<file path="src/bpdc_pkg.sv">
// ----------------------------------------------------------------------------
// bpdc_pkg
// Types, constants and helpers for the button panel debounce control.
// ----------------------------------------------------------------------------
package bpdc_pkg;

    localparam int PIN_W    = 5;
    localparam int BTN_W    = 3;
    localparam int STEP_W   = 4;
    localparam int ATTEN_W  = 3;
    localparam int CFG_IDX_W = 2;

    localparam logic [PIN_W-1:0] PIN_MASK = 5'h1f;

    // button codes
    localparam logic [BTN_W-1:0] BTN_FREQ_DN = 3'd0;
    localparam logic [BTN_W-1:0] BTN_FREQ_UP = 3'd1;
    localparam logic [BTN_W-1:0] BTN_ENABLE  = 3'd2;
    localparam logic [BTN_W-1:0] BTN_VOL_DN  = 3'd3;
    localparam logic [BTN_W-1:0] BTN_VOL_UP  = 3'd4;

    // configuration register indexes
    localparam logic [CFG_IDX_W-1:0] CFG_FREQ_TOP   = 2'd0;
    localparam logic [CFG_IDX_W-1:0] CFG_VOLUME_TOP = 2'd1;

    localparam logic [STEP_W-1:0] FREQ_TOP_RST   = 4'd3;
    localparam logic [STEP_W-1:0] VOLUME_TOP_RST = 4'd4;

    localparam logic [STEP_W-1:0]  ATTEN_KNEE = 4'd3;
    localparam logic [ATTEN_W-1:0] ATTEN_MAX  = 3'd4;

    typedef struct packed {
        logic [STEP_W-1:0] freq_top;
        logic [STEP_W-1:0] volume_top;
    } t_cfg;

    typedef struct packed {
        logic               event_valid;
        logic [BTN_W-1:0]   button;
        logic               apply_freq;
        logic               apply_volume;
        logic               apply_power;
        logic [STEP_W-1:0]  freq_step;
        logic [STEP_W-1:0]  volume_step;
        logic               output_enabled;
        logic [ATTEN_W-1:0] attenuation;
    } t_result;

    function automatic logic [ATTEN_W-1:0] atten_of(input logic [STEP_W-1:0] step);
        logic [STEP_W-1:0] diff;
        diff = ATTEN_KNEE - step;
        if (step > ATTEN_KNEE) begin
            return ATTEN_MAX;
        end
        return diff[ATTEN_W-1:0];
    endfunction

endpackage

</file>
<file path="src/bpdc_cfg.sv">
// ----------------------------------------------------------------------------
// bpdc_cfg
// Configuration register file: step index limits.
// ----------------------------------------------------------------------------
module bpdc_cfg
    import bpdc_pkg::*;
(
    input  logic                 i_clk,
    input  logic                 i_rst_n,
    input  logic                 i_cfg_valid,
    output logic                 o_cfg_ready,
    input  logic [CFG_IDX_W-1:0] i_cfg_index,
    input  logic [STEP_W-1:0]    i_cfg_data,
    output t_cfg                 o_cfg
);

    t_cfg r_cfg;
    t_cfg n_cfg;

    assign o_cfg_ready = 1'b1;
    assign o_cfg       = r_cfg;

    always_comb begin
        n_cfg = r_cfg;
        if (i_cfg_valid) begin
            case (i_cfg_index)
                CFG_FREQ_TOP:   n_cfg.freq_top   = i_cfg_data;
                CFG_VOLUME_TOP: n_cfg.volume_top = i_cfg_data;
                default:        n_cfg = r_cfg;  // unused index, beat dropped
            endcase
        end
    end

    always_ff @(posedge i_clk) begin
        if (!i_rst_n) begin
            r_cfg.freq_top   <= FREQ_TOP_RST;
            r_cfg.volume_top <= VOLUME_TOP_RST;
        end else begin
            r_cfg <= n_cfg;
        end
    end

endmodule

</file>
<file path="src/bpdc_ctrl.sv">
// ----------------------------------------------------------------------------
// bpdc_ctrl
// Debounce state and step control; computes one result per sampling tick.
// ----------------------------------------------------------------------------
module bpdc_ctrl
    import bpdc_pkg::*;
(
    input  logic             i_clk,
    input  logic             i_rst_n,
    input  logic             i_fire,
    input  logic [PIN_W-1:0] i_pins,
    input  t_cfg             i_cfg,
    output t_result          o_result
);

    logic [PIN_W-1:0]  r_prev;
    logic              r_armed;
    logic [STEP_W-1:0] r_freq;
    logic [STEP_W-1:0] r_vol;
    logic              r_enable;

    logic [PIN_W-1:0]  n_prev;
    logic              n_armed;
    logic [STEP_W-1:0] n_freq;
    logic [STEP_W-1:0] n_vol;
    logic              n_enable;

    logic [PIN_W-1:0] pressed;
    logic [PIN_W-1:0] held;
    logic [BTN_W-1:0] btn;
    logic             valid;
    logic             ap_f;
    logic             ap_v;
    logic             ap_p;

    assign pressed = ~i_pins & PIN_MASK;
    assign held    = pressed & r_prev;

    // lowest held button wins
    always_comb begin
        btn = BTN_FREQ_DN;
        for (int i = PIN_W - 1; i >= 0; i--) begin
            if (held[i]) begin
                btn = BTN_W'(i);
            end
        end
    end

    always_comb begin
        n_prev   = pressed;
        n_armed  = r_armed;
        n_freq   = r_freq;
        n_vol    = r_vol;
        n_enable = r_enable;
        valid    = 1'b0;
        ap_f     = 1'b0;
        ap_v     = 1'b0;
        ap_p     = 1'b0;
        if (!r_armed) begin
            n_armed = (pressed != r_prev) && (pressed != '0);
        end else begin
            n_armed = 1'b0;
            if (held != '0) begin
                valid = 1'b1;
                case (btn)
                    BTN_FREQ_DN: begin
                        if (r_enable) begin
                            if (r_freq != '0) n_freq = r_freq - 4'd1;
                            ap_f = 1'b1;
                        end
                    end
                    BTN_FREQ_UP: begin
                        if (r_enable) begin
                            if (r_freq < i_cfg.freq_top) n_freq = r_freq + 4'd1;
                            ap_f = 1'b1;
                        end
                    end
                    BTN_ENABLE: begin
                        n_enable = ~r_enable;
                        ap_p     = 1'b1;
                    end
                    BTN_VOL_DN: begin
                        if (r_enable) begin
                            if (r_vol != '0) n_vol = r_vol - 4'd1;
                            ap_v = 1'b1;
                        end
                    end
                    default: begin
                        if (r_enable) begin
                            if (r_vol < i_cfg.volume_top) n_vol = r_vol + 4'd1;
                            ap_v = 1'b1;
                        end
                    end
                endcase
            end
        end
    end

    always_comb begin
        o_result.event_valid    = valid;
        o_result.button         = valid ? btn : BTN_FREQ_DN;
        o_result.apply_freq     = ap_f;
        o_result.apply_volume   = ap_v;
        o_result.apply_power    = ap_p;
        o_result.freq_step      = n_freq;
        o_result.volume_step    = n_vol;
        o_result.output_enabled = n_enable;
        o_result.attenuation    = atten_of(n_vol);
    end

    always_ff @(posedge i_clk) begin
        if (!i_rst_n) begin
            r_prev   <= '0;
            r_armed  <= 1'b0;
            r_freq   <= '0;
            r_vol    <= '0;
            r_enable <= 1'b0;
        end else if (i_fire) begin
            r_prev   <= n_prev;
            r_armed  <= n_armed;
            r_freq   <= n_freq;
            r_vol    <= n_vol;
            r_enable <= n_enable;
        end
    end

endmodule

</file>
<file path="src/button_panel_debounce_control_top.sv">
// ----------------------------------------------------------------------------
// button_panel_debounce_control_top: input beat to result beat through an input register,
// control logic and a result register; 1 beat per cycle while the receiver takes results.
// Reset (synchronous, active low) clears debounce state and step indexes and
// restores the default limits.
// ----------------------------------------------------------------------------
module button_panel_debounce_control_top
    import bpdc_pkg::*;
(
    input  logic                  i_clk,
    input  logic                  i_rst_n,
    input  logic                  i_in_valid,
    output logic                  o_in_ready,
    input  logic [PIN_W-1:0]      i_pins_raw,
    output logic                  o_out_valid,
    input  logic                  i_out_ready,
    output logic                  o_event_valid,
    output logic [BTN_W-1:0]      o_button,
    output logic                  o_apply_freq,
    output logic                  o_apply_volume,
    output logic                  o_apply_power,
    output logic [STEP_W-1:0]     o_freq_step,
    output logic [STEP_W-1:0]     o_volume_step,
    output logic                  o_output_enabled,
    output logic [ATTEN_W-1:0]    o_attenuation,
    input  logic                  i_cfg_valid,
    output logic                  o_cfg_ready,
    input  logic [CFG_IDX_W-1:0]  i_cfg_index,
    input  logic [STEP_W-1:0]     i_cfg_data
);

    logic             r_in_valid;
    logic [PIN_W-1:0] r_pins;
    logic             r_out_valid;
    t_result          r_result;

    logic    advance;
    logic    fire;
    logic    in_beat;
    t_cfg    cfg;
    t_result result;

    assign advance    = !r_out_valid || i_out_ready;
    assign fire       = r_in_valid && advance;
    assign o_in_ready = !r_in_valid || advance;
    assign in_beat    = i_in_valid && o_in_ready;

    bpdc_cfg u_cfg (
        .i_clk       (i_clk),
        .i_rst_n     (i_rst_n),
        .i_cfg_valid (i_cfg_valid),
        .o_cfg_ready (o_cfg_ready),
        .i_cfg_index (i_cfg_index),
        .i_cfg_data  (i_cfg_data),
        .o_cfg       (cfg)
    );

    bpdc_ctrl u_ctrl (
        .i_clk    (i_clk),
        .i_rst_n  (i_rst_n),
        .i_fire   (fire),
        .i_pins   (r_pins),
        .i_cfg    (cfg),
        .o_result (result)
    );

    always_ff @(posedge i_clk) begin
        if (!i_rst_n) begin
            r_in_valid  <= 1'b0;
            r_out_valid <= 1'b0;
        end else begin
            if (in_beat) begin
                r_in_valid <= 1'b1;
            end else if (fire) begin
                r_in_valid <= 1'b0;
            end
            if (fire) begin
                r_out_valid <= 1'b1;
            end else if (i_out_ready) begin
                r_out_valid <= 1'b0;
            end
        end
    end

    always_ff @(posedge i_clk) begin
        if (in_beat) begin
            r_pins <= i_pins_raw;
        end
        if (fire) begin
            r_result <= result;
        end
    end

    assign o_out_valid      = r_out_valid;
    assign o_event_valid    = r_result.event_valid;
    assign o_button         = r_result.button;
    assign o_apply_freq     = r_result.apply_freq;
    assign o_apply_volume   = r_result.apply_volume;
    assign o_apply_power    = r_result.apply_power;
    assign o_freq_step      = r_result.freq_step;
    assign o_volume_step    = r_result.volume_step;
    assign o_output_enabled = r_result.output_enabled;
    assign o_attenuation    = r_result.attenuation;

endmodule

</file>
<file path="config.mk">
export PLATFORM = sky130hd
export DESIGN_NAME = button_panel_debounce_control_top
export DESIGN_NICKNAME = d
export VERILOG_FILES = /design/src/bpdc_pkg.sv /design/src/bpdc_cfg.sv /design/src/bpdc_ctrl.sv /design/src/button_panel_debounce_control_top.sv
export SDC_FILE = /design/constraint.sdc
export NUM_CORES = 1
export LEC_CHECK = 0
export ABC_AREA = 1
export BUFFER_PORTS_ARGS = -buffer_cell sky130_fd_sc_hd__buf_2
export CAP_MARGIN = 5
export CORE_MARGIN = 2
export CORE_UTILIZATION = 61
export CTS_CLUSTER_SIZE = 28
export DETAILED_ROUTE_END_ITERATION = 10
export HOLD_SLACK_MARGIN = 0.03
export PLACE_DENSITY = 0.84
export SLEW_MARGIN = 0
export SYNTH_ARGS = -nofsm -noshare
export SYNTH_HDL_FRONTEND = slang
export SYNTH_SLANG_ARGS = --single-unit
</file>
<file path="constraint.sdc">
create_clock -name i_clk -period 4.7 [get_ports i_clk]
set_clock_uncertainty 0.2 [all_clocks]
set_input_delay 0.94 -clock i_clk [delete_from_list [all_inputs] [get_ports i_clk]]
set_output_delay 0.94 -clock i_clk [all_outputs]
set_load 0.1 [all_outputs]
</file>
Word-level counts from Yosys, hierarchy flattened
Cells that the tools add are included.
{"block": "totals", "regBits": 49, "inputBits": 16}
{"block": "op_classes", "order_cmp": 3, "n_eq_ne": 5, "bitwise_logic": 5, "add_sub_neg": 5, "n_mux": 34, "reduce_logical": 22}
{"cell": "$mux 4", "count": 12}
{"cell": "$mux 3", "count": 7}
{"cell": "$pmux 4 s2", "count": 2}
{"cell": "$mux 1", "count": 13}
{"cell": "$reduce_bool 5->1", "count": 2}
{"cell": "$add 4x1->4 const B", "count": 2}
{"cell": "$lt 4x4->1", "count": 2}
{"cell": "$reduce_bool 4->1", "count": 2}
{"cell": "$sub 4x1->4 const B", "count": 2}
{"cell": "$eq 3x2->1 const B", "count": 2}
{"cell": "$reduce_and 2->1", "count": 3}
{"cell": "$and 5x5->5", "count": 1}
{"cell": "$ne 5x5->1", "count": 1}
{"cell": "$not 5->5", "count": 1}
{"cell": "$reduce_or 5->1", "count": 1}
{"cell": "$gt 4x2->1 const B", "count": 1}
{"cell": "$reduce_bool 2->1", "count": 2}
{"cell": "$eq 3x1->1 const B", "count": 1}
{"cell": "$logic_and 1x1->1", "count": 3}
{"cell": "$logic_not 3->1", "count": 1}
{"cell": "$not 1->1", "count": 3}
{"cell": "$reduce_and 3->1", "count": 1}
{"cell": "$reduce_or 3->1", "count": 1}
{"cell": "$sub 2x3->3 const A", "count": 1}
{"cell": "5 further kinds", "count": 7}

Logic depth before layout (Yosys ltp)
{"block": "logic_depth", "word_depth": 15, "depth_mapped": 13}

Hierarchy
From an unflattened synthesis, not the netlist that was laid out.
{"block": "unflattened", "hier_cells": 373, "hier_area_um2": 2844.0}
{"module": "bpdc_ctrl", "cells_each": 286, "seq_area_each_um2": 300.3, "area_per_inst_um2": 1660.3, "instances": 1}
{"module": "button_panel_debounce_control_top", "cells_each": 37, "seq_area_each_um2": 760.7, "area_per_inst_um2": 815.8, "instances": 1}
{"module": "bpdc_cfg", "cells_each": 50, "seq_area_each_um2": 160.2, "area_per_inst_um2": 367.9, "instances": 1}

Least setup slack after synthesis
Ideal clock, no wire load.
{"block": "synth_timing", "path_kind": "register to output", "startpoint": "reg r_out_valid, in the netlist o_out_valid", "endpoint": "out o_in_ready", "stages_incl_launch_ff": 2, "path_slack_ns": 1.570, "t_arrival_ns": 1.990, "n_path_buf": 0, "path_cell_list": "dfxtp_1 -> nand3_1"}
{"block": "synth_between", "elab_chain_cells": 3}
{"element": "start: declaration", "line_no": "button_panel_debounce_control_top.sv:34", "text": "logic r_out_valid;"}
{"element": "start signal: assignment", "line_no": "button_panel_debounce_control_top.sv:70", "text": "r_out_valid <= 1'b0;"}
{"element": "start signal: assignment", "line_no": "button_panel_debounce_control_top.sv:78", "text": "r_out_valid <= 1'b1;"}
{"element": "start signal: assignment", "line_no": "button_panel_debounce_control_top.sv:80", "text": "r_out_valid <= 1'b0;"}
{"element": "$logic_not 1->1", "line_no": "button_panel_debounce_control_top.sv:43", "text": "assign advance = !r_out_valid || i_out_ready;"}
{"element": "$logic_or 1x1->1", "line_no": "button_panel_debounce_control_top.sv:43"}
{"element": "$logic_or 1x1->1", "line_no": "button_panel_debounce_control_top.sv:45", "text": "assign o_in_ready = !r_in_valid || advance;"}
{"element": "end: declaration", "line_no": "button_panel_debounce_control_top.sv:13", "text": "output logic o_in_ready,"}
Every way passes these cells.

Final worst setup path
{"block": "layout_timing", "startpoint": "in i_out_ready", "endpoint": "reg u_ctrl.r_freq[1]"}
{"block": "layout_between", "elab_chain_cells": 2}
{"element": "start: declaration", "line_no": "button_panel_debounce_control_top.sv:16", "text": "input logic i_out_ready,"}
{"element": "$logic_or 1x1->1", "line_no": "button_panel_debounce_control_top.sv:43"}
{"element": "$logic_and 1x1->1", "line_no": "button_panel_debounce_control_top.sv:44", "text": "assign fire = r_in_valid && advance;"}
{"element": "end signal: assignment", "line_no": "bpdc_ctrl.sv:121", "text": "r_freq <= n_freq;"}
{"element": "end: declaration", "line_no": "bpdc_ctrl.sv:18", "text": "logic [STEP_W-1:0] r_freq;"}
Every way passes these cells.
A chain may end at the register's enable or synchronous reset.

==> flow_summary_export.csv <==
group,metric,value,unit
outcome,outcome,"complete, no violations",
global_routing,grt_max_degree,35,
sta,finalSetupTns,0,ns
sta,fin_crit_sh,0.582,
clock_tree,cts_root_buffer,"clkbuf_8",
sta,drv_slew,0,
power_and_ir_drop,p_leak,1.42,nW
routing,vias,2279,
cells_and_area,drive_above_1_share,0.169,
critical_path,ff2ff_path_depth,6,
sta,period_needed,2.74,ns
synth,synth_top_family_by_area,"simple AND/OR/NAND/NOR gates",
placed_design,dpl.hpwl,3900,µm
synth,synth_cells,322,
cells_and_area,finalNonFillerCells,410,
global_routing,grt_overflow_total,0,
synth,synth_nets,353,
critical_path,cp-startpoint,"i_out_ready",
die,placementRows,23,
clock_tree,ctsHoldBuffers,0,
critical_path,critPathArrivalTime,2.79,ns
clock_tree,cts_resized,0,
synth,synth_xor_area_frac,0.00334,
synth,synth-simple-area-share,0.247,
critical_path,r2r_setup_slack,2.37,ns
routing,drt_iter0_drc,264,
clock_tree,numCtsBuffers,5,
synth,synth_compound_area_frac,0.124,
power_and_ir_drop,vdd_drop_max,0.000239,V
routing,drcViolationCount,0,
sta,rsz0062_at_grt,"no",
placed_design,place_congestion,0.902,
cells_and_area,fin_nets,390,
die,start_util,0.647,
critical_path,end_kind,"flip-flop",
clock_tree,max-clock-path-buffers,2,
die,dieArea,0.00484,mm²
synth,synthArstFlopShare,0,
placed_design,dp.cells,402,
cells_and_area,n_antenna_cell,0,
routing,firstDrtPassIters,4,
synth,synth_flop_cell,"dfxtp_1",
sta,timing.slew.headroom,0.257,
synth,synth_top_area_share,0.275,
die,die_w,69.6,µm
critical_path,cp.required,4.75,ns
cells_and_area,area_delta_synth_final,12.2,%
synth,syn_avg_cell_area,8.15,µm²
clock_tree,cts_tree,"done",
critical_path,cp-endpoint,"u_ctrl.r_freq[1]$_SDFFE_PN0P_",
synth,synth_largest_area_cell,"edfxtp_1",
synth,synth_mux_area_frac,0,
critical_path,worstPathMaxFanout,34,
cells_and_area,final_common_cell,"nand2_1",
synth,syn_area,0.00262,mm²
die,die_h,69.6,µm
critical_path,critPathLaunchType,"input pin",
clock_tree,post-cts-setup-buffers,0,
synth,ys_seq_area_frac,0.465,
flow_run,cap_viol_max_count,0,
global_routing,grt_pass1_vias,2066,
synth,synth_seq_cells,49,
routing,final_antenna_net_count,0,
critical_path,r2r-start,"o_out_valid$_SDFFE_PN0P_",
clock_tree,cts.sinks,49,
placed_design,io_buffers,36,
synth,ys_top_cells_by_area,"edfxtp_1, dfxtp_1, nand2_1",
global_routing,grt_antenna_before_repair,0,
clock_tree,h-tree-depth,2,
routing,wire_per_inst,12.7,µm
global_routing,grt_pass1_wl,8940,µm
sta,tightest_slew,1.11,ns
clock_tree,clkLatencyLatePin,0.30,ns
synth,yosysWarnings,0,
global_routing,grt_use_total,0.228,
routing,wl,5190,µm
sta,finalSetupViolations,0,
sta,fmax,365,MHz
cells_and_area,layout_common_cells,"nand2_1, inv_1, buf_2",
hold_path,hold_path.class,"flip-flop to flip-flop",
die,core_area,0.00406,mm²
synth,synth_cell_types,31,
routing,viasPerCell,5.56,
critical_path,reg2reg_to,"u_ctrl.r_freq[1]$_SDFFE_PN0P_",
sta,hold_violations,0,
critical_path,crit_type,"input pin to flip-flop",
power_and_ir_drop,powerDensity,340,mW/mm²
die,io_pins,38,
synth,yosys.area_share.adder,0.0715,
clock_tree,path_clk_slew,0.09,ns
synth,synth_edf_count,24,
[kinds of logic after synthesis]
kind of cell	Yosys count
other cells	1
flops	49
xor+xnor	1
compound gates	61
buf+inv	57
fa+ha+maj	15
simple gates	138
[synthesized netlist by cell type (3+ instances only)]
master / number
nand2_1: 70
inv_1: 47
a21oi_1: 28
dfxtp_1: 25
nand3_1: 25
edfxtp_1: 24
o21ai_0: 21
ha_1: 15
nor2_1: 14
nor3_1: 10
nand2_2: 8
o21ai_1: 6
nand4_1: 4
o211ai_1: 4
clkbuf_1: 3
inv_2: 3
[worst min-delay path by stage]
stage | depth (start not counted) | slack [ns] | start | endpoint
after floorplan | 1 | 0.22 | r_pins[4]$_DFFE_PP_ | u_ctrl.r_prev[4]$_SDFFE_PN0P_
after global placement | 1 | 0.23 | r_pins[4]$_DFFE_PP_ | u_ctrl.r_prev[4]$_SDFFE_PN0P_
after detailed placement | 1 | 0.25 | r_pins[4]$_DFFE_PP_ | u_ctrl.r_prev[4]$_SDFFE_PN0P_
after CTS | 1 | 0.27 | r_pins[4]$_DFFE_PP_ | u_ctrl.r_prev[4]$_SDFFE_PN0P_
after global routing | 2 | 0.30 | u_cfg.o_cfg[7]$_SDFFE_PN0P_ | u_cfg.o_cfg[7]$_SDFFE_PN0P_
final | 1 | 0.26 | r_pins[4]$_DFFE_PP_ | u_ctrl.r_prev[4]$_SDFFE_PN0P_
[state kept, by name (all words and copies together) (netlist names)]
| name | flops |
|---|---|
| o_volume_step | 4 |
| o_attenuation | 3 |
| o_button | 3 |
| u_ctrl.r_armed | 1 |
| u_ctrl.r_vol | 4 |
| o_event_valid | 1 |
| o_out_valid | 1 |
| u_ctrl.r_prev | 5 |
| o_output_enabled | 1 |
| u_ctrl.r_enable | 1 |
| o_apply_power | 1 |
| o_apply_freq | 1 |
| o_freq_step | 4 |
| u_cfg.o_cfg | 8 |
| o_apply_volume | 1 |
| r_pins | 5 |
| r_in_valid | 1 |
| u_ctrl.r_freq | 4 |
[metrics by stage]
stage	setup slack, ns	cell area [µm²]	util	hold WS, ns	total power, W
finish	1.96	2940	0.725	0.259	0.00100
global route	1.73	2940	0.725	0.297	0.00105
CTS	1.96	2940	0.725	0.265	0.00100
detailed placement	1.65	2830	0.698	0.252	0.000715
global placement	1.78	2830	0.698	0.231	0.000708
floorplan	1.57	2620	-	0.224	0.000674
[report_power, final]
part	internal [W]	leakage (nW)	total, W	switching (W)
clock network	0.000157	0.0518	0.000293	0.000136
registers	0.000476	0.437	0.000494	0.0000182
logic	0.0000525	0.927	0.000213	0.000160
[routing by layer]
metal	global-route usage	routed length (µm)	part of all wire	vias up
met5	0	0	0	-
met3	0.0567	438	0.084	13
met1	0.295	2200	0.42	1023
met2	0.373	2450	0.47	102
li1	-	-	-	1141
met4	0.0806	92	0.018	0
[layout make-up]
| cell class | count | area, µm² |
|---|---|---|
| well taps | 50 | 62.6 |
| clock inverters | 3 | 41.3 |
| inverters | 51 | 196 |
| clock buffers | 5 | 68.8 |
| multi-input cells | 216 | 1170 |
| repair buffers | 36 | 180 |
| fillers | 324 | 1110 |
| flip-flops and latches | 49 | 1220 |
[worst max-delay path, cell delays in order]
cell,delay [ns]
buf_2,0.08
inv_1,0.04
nand2_1,0.07
nand2_1,0.31
inv_1,0.94
o21ai_0,0.15
o21bai_1,0.20
inv_1,0.06
Power figures use the tool's default switching activity.
